## src/rtl/core/xbr_pkg.sv

```systemverilog
`timescale 1ns / 1ps

package xbr_pkg;

  localparam int unsigned RangeWidth = 31;
  localparam int unsigned SeedWidth  = 32;
  localparam int unsigned StateWidth = 64;
  localparam int unsigned DrawWidth  = 32;

  localparam int unsigned ShiftA = 21;
  localparam int unsigned ShiftB = 35;
  localparam int unsigned ShiftC = 4;

  typedef struct packed {
    logic [RangeWidth-1:0] range_min;
    logic [RangeWidth-1:0] range_max;
    logic                  restart;
  } xbr_in_t;

  typedef struct packed {
    logic [RangeWidth-1:0] value;
    logic                  failed;
  } xbr_out_t;

  typedef struct packed {
    logic load;
    logic step;
  } xbr_rng_cmd_t;

  function automatic logic [StateWidth-1:0] xorshift_advance(input logic [StateWidth-1:0] s);
    logic [StateWidth-1:0] t;
    t = s ^ (s << ShiftA);
    t = t ^ (t >> ShiftB);
    t = t ^ (t << ShiftC);
    return t;
  endfunction

endpackage

```

## src/rtl/core/xbr_rng.sv

```systemverilog
`timescale 1ns / 1ps

module xbr_rng
  import xbr_pkg::*;
(
  input  logic                  clk,
  input  logic                  rst,
  input  xbr_rng_cmd_t          cmd,
  input  logic [SeedWidth-1:0]  seed,
  output logic [DrawWidth-1:0]  draw_mag
);

  logic [StateWidth-1:0] rng_state;
  logic [DrawWidth-1:0]  low_word;

  always_ff @(posedge clk) begin
    if (rst) begin
      rng_state <= '0;
    end else if (cmd.load) begin
      rng_state <= {{(StateWidth-SeedWidth){1'b0}}, seed};
    end else if (cmd.step) begin
      rng_state <= xorshift_advance(rng_state);
    end
  end

  // magnitude of the signed low word
  assign low_word = rng_state[DrawWidth-1:0];
  assign draw_mag = low_word[DrawWidth-1] ? (~low_word + DrawWidth'(1)) : low_word;

endmodule

```

## src/rtl/core/xbr_rem.sv

```systemverilog
`timescale 1ns / 1ps

module xbr_rem
  import xbr_pkg::*;
(
  input  logic                  clk,
  input  logic                  rst,
  input  logic                  start,
  input  logic [DrawWidth-1:0]  dividend,
  input  logic [DrawWidth-1:0]  divisor,
  output logic                  done,
  output logic [RangeWidth-1:0] rem
);

  localparam int unsigned CntWidth = $clog2(DrawWidth);

  logic                  busy;
  logic [CntWidth-1:0]   count;
  logic [DrawWidth-1:0]  shift_q;
  logic [DrawWidth-1:0]  divisor_q;
  logic [DrawWidth-1:0]  trial;
  logic [RangeWidth-1:0] rem_next;

  // one restoring step per cycle
  always_comb begin
    trial = {rem, shift_q[DrawWidth-1]};
    if (trial >= divisor_q) begin
      rem_next = RangeWidth'(trial - divisor_q);
    end else begin
      rem_next = trial[RangeWidth-1:0];
    end
  end

  always_ff @(posedge clk) begin
    if (rst) begin
      busy  <= 1'b0;
      done  <= 1'b0;
      count <= '0;
    end else begin
      done <= 1'b0;
      if (start) begin
        busy  <= 1'b1;
        count <= '0;
      end else if (busy) begin
        count <= count + CntWidth'(1);
        if (count == CntWidth'(DrawWidth - 1)) begin
          busy <= 1'b0;
          done <= 1'b1;
        end
      end
    end
  end

  always_ff @(posedge clk) begin
    if (start) begin
      shift_q   <= dividend;
      divisor_q <= divisor;
      rem       <= '0;
    end else if (busy) begin
      shift_q <= {shift_q[DrawWidth-2:0], 1'b0};
      rem     <= rem_next;
    end
  end

endmodule

```

## src/rtl/core/xorshift_bounded_random.sv

```systemverilog
`timescale 1ns / 1ps
// one transaction in, one transaction out; the input is stalled while a request is in work
// each draw runs one state advance, one divider load, 32 remainder steps and one check, in that order
// a request makes from 1 to MAX_TRIES draws; an empty range makes none and returns a failed result
// the 32-step shared remainder unit paces each draw; the next request enters once the result is taken
// reset clears generator state and the seeded flag and sets the seed register to 1

module xorshift_bounded_random
  import xbr_pkg::*;
#(
  parameter int unsigned MAX_TRIES = 64
) (
  input  logic                 clk,
  input  logic                 rst,
  input  logic                 seed_wr_en,
  input  logic [SeedWidth-1:0] seed_wr_data,
  input  logic                 in_valid,
  output logic                 in_stall,
  input  xbr_in_t              in_data,
  output logic                 out_valid,
  input  logic                 out_stall,
  output xbr_out_t             out_data
);

  localparam int unsigned TryWidth = $clog2(MAX_TRIES + 1);
  localparam logic [TryWidth-1:0] TryLimit = TryWidth'(MAX_TRIES);

  typedef enum logic [4:0] {
    S_IDLE  = 5'b00001,
    S_STEP  = 5'b00010,
    S_START = 5'b00100,
    S_WAIT  = 5'b01000,
    S_DONE  = 5'b10000
  } xbr_state_t;

  xbr_state_t state;
  xbr_state_t state_next;

  logic [SeedWidth-1:0]  seed;
  logic                  seeded;
  logic [RangeWidth-1:0] range_min;
  logic [RangeWidth-1:0] range_max;
  logic [TryWidth-1:0]   tries;
  logic [TryWidth-1:0]   tries_next;
  xbr_out_t              result;

  xbr_rng_cmd_t          rng_cmd;
  logic [DrawWidth-1:0]  draw_mag;
  logic                  rem_start;
  logic                  rem_done;
  logic [RangeWidth-1:0] rem;
  logic [DrawWidth-1:0]  modulus;
  logic                  in_accept;

  assign in_accept = in_valid && !in_stall;
  assign in_stall  = (state != S_IDLE);
  assign out_valid = (state == S_DONE);
  assign out_data  = result;
  assign modulus   = {1'b0, range_max} + DrawWidth'(1);
  assign rem_start = (state == S_START);
  assign tries_next = tries + TryWidth'(1);

  assign rng_cmd.load = in_accept && (in_data.restart || !seeded);
  assign rng_cmd.step = (state == S_STEP);

  xbr_rng u_rng (
    .clk      (clk),
    .rst      (rst),
    .cmd      (rng_cmd),
    .seed     (seed),
    .draw_mag (draw_mag)
  );

  xbr_rem u_rem (
    .clk      (clk),
    .rst      (rst),
    .start    (rem_start),
    .dividend (draw_mag),
    .divisor  (modulus),
    .done     (rem_done),
    .rem      (rem)
  );

  always_comb begin
    state_next = state;
    case (state)
      S_IDLE: begin
        if (in_accept) begin
          if (in_data.range_min > in_data.range_max) begin
            state_next = S_DONE;
          end else begin
            state_next = S_STEP;
          end
        end
      end
      S_STEP:  state_next = S_START;
      S_START: state_next = S_WAIT;
      S_WAIT: begin
        if (rem_done) begin
          if (rem >= range_min || tries_next == TryLimit) begin
            state_next = S_DONE;
          end else begin
            state_next = S_STEP;
          end
        end
      end
      S_DONE: begin
        if (!out_stall) begin
          state_next = S_IDLE;
        end
      end
      default: state_next = S_IDLE;
    endcase
  end

  always_ff @(posedge clk) begin
    if (rst) begin
      state  <= S_IDLE;
      seed   <= SeedWidth'(1);
      seeded <= 1'b0;
      tries  <= '0;
    end else begin
      state <= state_next;
      if (seed_wr_en) begin
        seed <= seed_wr_data;
      end
      if (rng_cmd.load) begin
        seeded <= 1'b1;
      end
      if (in_accept) begin
        tries <= '0;
      end else if (state == S_WAIT && rem_done) begin
        tries <= tries_next;
      end
    end
  end

  always_ff @(posedge clk) begin
    if (in_accept) begin
      range_min     <= in_data.range_min;
      range_max     <= in_data.range_max;
      result.value  <= '0;
      result.failed <= 1'b1;
    end else if (state == S_WAIT && rem_done && rem >= range_min) begin
      result.value  <= rem;
      result.failed <= 1'b0;
    end
  end

endmodule
```

## config.mk

```make
export PLATFORM = sky130hd
export DESIGN_NAME = xorshift_bounded_random
export DESIGN_NICKNAME = d
export VERILOG_FILES = /design/src/rtl/core/xbr_pkg.sv /design/src/rtl/core/xbr_rng.sv /design/src/rtl/core/xbr_rem.sv /design/src/rtl/core/xorshift_bounded_random.sv
export SDC_FILE = /design/constraint.sdc
export NUM_CORES = 1
export LEC_CHECK = 0
export CAP_MARGIN = 20
export CORE_MARGIN = 2
export CORE_UTILIZATION = 40
export CTS_CLUSTER_SIZE = 25
export DETAILED_ROUTE_END_ITERATION = 7
export DONT_BUFFER_PORTS = 1
export SYNTH_ARGS = -nofsm -noshare
export SYNTH_HDL_FRONTEND = slang
export SYNTH_SLANG_ARGS = --single-unit
```

## constraint.sdc

```tcl
create_clock -name clk -period 9.5 [get_ports clk]
set_clock_uncertainty 0.05 [all_clocks]
set_input_delay 1.9 -clock clk [delete_from_list [all_inputs] [get_ports clk]]
set_output_delay 1.9 -clock clk [all_outputs]
set_load 0.02 [all_outputs]
```

==> key figures <==
Final layout
  – Share of cells above drive strength 1: 5.507%
  – Commonest non-fill, non-tap cell in the layout: nor2_1
  – Syn-to-layout area delta: 10.41%
  – Layout fillers: 4053
  – Final Instance Count excl. Fillers: 2355
  – Number of diodes: 0
  – Finished Cell Area: 18810 um2
  – Fin nets: 1986
  – Commonest cells after routing, fill and taps aside: 220 x nor2_1, 178 x dfxtp_1, 156 x xnor2_1

CTS
  – Root buffer cell: clkbuf_16
  – Post_cts resized: 0
  – H-tree depth: 2
  – Post-CTS setup buffers: 0
  – Clk slew on worst S/H paths: 0.06 ns
  – Worst-skew pair later-pin latency: 0.56 ns
  – CTS tree: done
  – Clk sinks: 305
  – Maximum clock path buffer count: 3
  – CTS Hold Bufs: 0
  – CTS Buf Count: 38

Worst setup path
  – WS Path Type: reg -> out
  – CP Max Fanout: 5
  – CP delay by family, top: simple AND/OR/NAND/NOR gates
  – Slowest CP cell: nor3b_1
  – Crit. End Element: primary output
  – Crit path cell chain: or3_1 -> nor3b_1
  – Delay of the slowest critical-path stage: 0.81 ns
  – CP startpoint kind: flip-flop
  – Crit path buf inv count: 0
  – Critical Path AT: 2.17 ns
  – Critical path required time: 7.55 ns

Job
  – Maxcap violations: 0

Timing
  – Setup TNS: 0 ns
  – Relative slew slack: 33.49%
  – Tcrit/Tclk final: 43.33%
  – Fmax achieved: 242.9 MHz
  – Fin. max-slew vios: 0
  – Fin crit period: 4.116 ns
  – RSZ-0062 raised after global routing: no
  – Slew @ Worst Pin: 0.9954 ns
  – Final Hold Viols: 0
  – Final setup fails: 0

Power
  – Pwr dens: 211.5 nW/um2
  – Lkg Pwr: 7.526 nW
  – Worst VDD drop: 0.1313 mV

Route
  – Via total after detailed routing: 12860
  – Detailed Route WL: 44440 um
  – Vias/cell: 5.461
  – Wire per inst: 18.87 um
  – Detailed Routing Iterations Pass 1: 7
  – Post-DRT Antenna Nets: 0
  – Residual DRC: 0
  – Drt first-iter violations: 863

Yosys
  – Post-synth ARST share: 0%
  – Cell count after synthesis: 1833
  – Synth Register Bits: 305
  – Synthesized area per cell: 9.296 um2
  – Post-synth cell types: 65
  – Mapped Area: 17040 um2
  – Seq/Total Area, Yosys: 43.23%
  – YS warnings: 0
  – Syn nets: 2033
  – Post-synth EDFFs: 126
  – Synth Flop Type: dfxtp_1

GRT
  – Vias in the first global route: 12310
  – Initial antenna violation count: 1
  – Total grt overflow: 0
  – Largest net degree at the start of global routing: 85
  – First-pass GRT wire length: 70200 um
  – Gr usage total: 20.25%

Floorplan
  – Initial Util: 40.53%
  – Site row count: 75
  – Chip Width: 210.4 um
  – Die area: 44270 um2
  – Core area: 42040 um2
  – Die Y: 210.4 um
  – IO Pins: 134

Place
  – Routability cong.: 0.8994
  – Cells after DPL: 2283
  – Detailed Place HPWL: 32340 um
  – DP Area: 17470 um2
  – Port-buffer cells: 0

Worst hold path
  – HP Class: reg -> reg

Outcome
  – Status: complete, no violations
-- synthesized netlist by cell type (all sizes together) (4+ instances only) --
master    n  area, um2
a211oi   20      150.1
a21boi    6      45.04
a21o     39      292.8
a21oi    94      470.5
a221oi   29      254.0
a31oi    14      87.58
and2      9      56.30
and3     12      75.07
and4      4      35.03
buf      19      85.08
clkbuf   88      330.3
dfxtp   179       3583
edfxtp  126       3784
ha       99       1239
inv     110      412.9
mux2i    49      490.5
nand2    96      360.4
nand2b    9      56.30
nand3    59      295.3
nand4    27      168.9
nor2    220      825.8
nor2b     9      56.30
nor3     37      185.2
nor3b     8      60.06
o211ai    7      52.55
o21a     12      90.09
o21ai   112      560.5
o21bai    5      37.54
o31a      5      43.79
o31ai    14      105.1
o41ai     7      68.82
or3      15      103.9
or4       9      78.82
xnor2   156       1366
xor2     96      840.8
-- layout make-up --
| type | instances | area, um2 | area share, % |
|---|---|---|---|
| Multi-Input combinational cell | 1311 | 8852 | 47.05 |
| Tap cell | 539 | 674.4 | 3.584 |
| Clock buffer | 59 | 1204 | 6.398 |
| Inverter | 110 | 415.4 | 2.208 |
| Sequential cell | 305 | 7368 | 39.16 |
| Timing Repair Buffer | 20 | 197.7 | 1.051 |
| Clock inverter | 11 | 102.6 | 0.5453 |
-- logic make-up after synthesis --
group	share of synthesized area, %
buf+inv	4.861
simple gates	14.35
flops	43.23
xor+xnor	12.95
compound gates	14.27
mux	2.944
fa+ha+maj	7.387
-- worst register-to-register path: stages (launching register included) --
cell and delay [ns]:
edfxtp_1 0.37, ha_1 0.23, fa_1 0.41, nor2b_1 0.17
o31a_1 0.22, o21a_1 0.20, o21ai_0 0.12, a2111o_1 0.60
nand2_1 0.60, buf_16 0.23, mux2i_1 0.21, a211oi_1 0.09
-- power breakdown --
part	internal, W	leakage (nW)	switching (W)
logic	0.000374	4.25	0.000525
clock network	0.000905	0.651	0.000581
registers	0.00146	2.63	0.000135
total	0.00274	7.53	0.00124
-- routing by layer --
metal  vias to the layer above  share of wire, %  track usage [%]
met5                         -                 0           0.4449
met2                       348                43            30.68
met4                         0               2.9            7.212
met1                      6086                46            28.22
li1                       6354                 -                -
met3                        72               7.2            4.708
-- path summary, 6_finish.rpt --
path                      startpoint            end  slack [ns]  cells after the start
setup / recovery            state[1]      out_valid        5.38                      2
hold / removal                seeded         seeded        0.44                      2
setup reg to reg  u_rem.divisor_q[0]  u_rem.rem[11]        5.85                     11
hold reg to reg               seeded         seeded        0.44                      2
-- flip-flops by register name (all words and copies together) (netlist names), 5 cells and up --
signal           cells
range_max           31
tries                7
out_data            32
u_rem.divisor_q     32
u_rem.count          5
seed                32
range_min           31
u_rng.rng_state     64
u_rem.rem           31
state                5
u_rem.shift_q       32
-- through the flow --
stage	total power, W	utilization (%)	hold slack (ns)	setup slack (ns)
after floorplan	0.002255	-	0.3907	5.022
after global placement	0.002479	41.48	0.4212	5.719
after detailed placement	0.002502	41.54	0.4321	5.658
after CTS	0.004009	44.65	0.4447	5.267
after global routing	0.004188	44.75	0.4682	5.321
final	0.003980	44.75	0.4405	5.384
(Power assumes the default switching activity.)
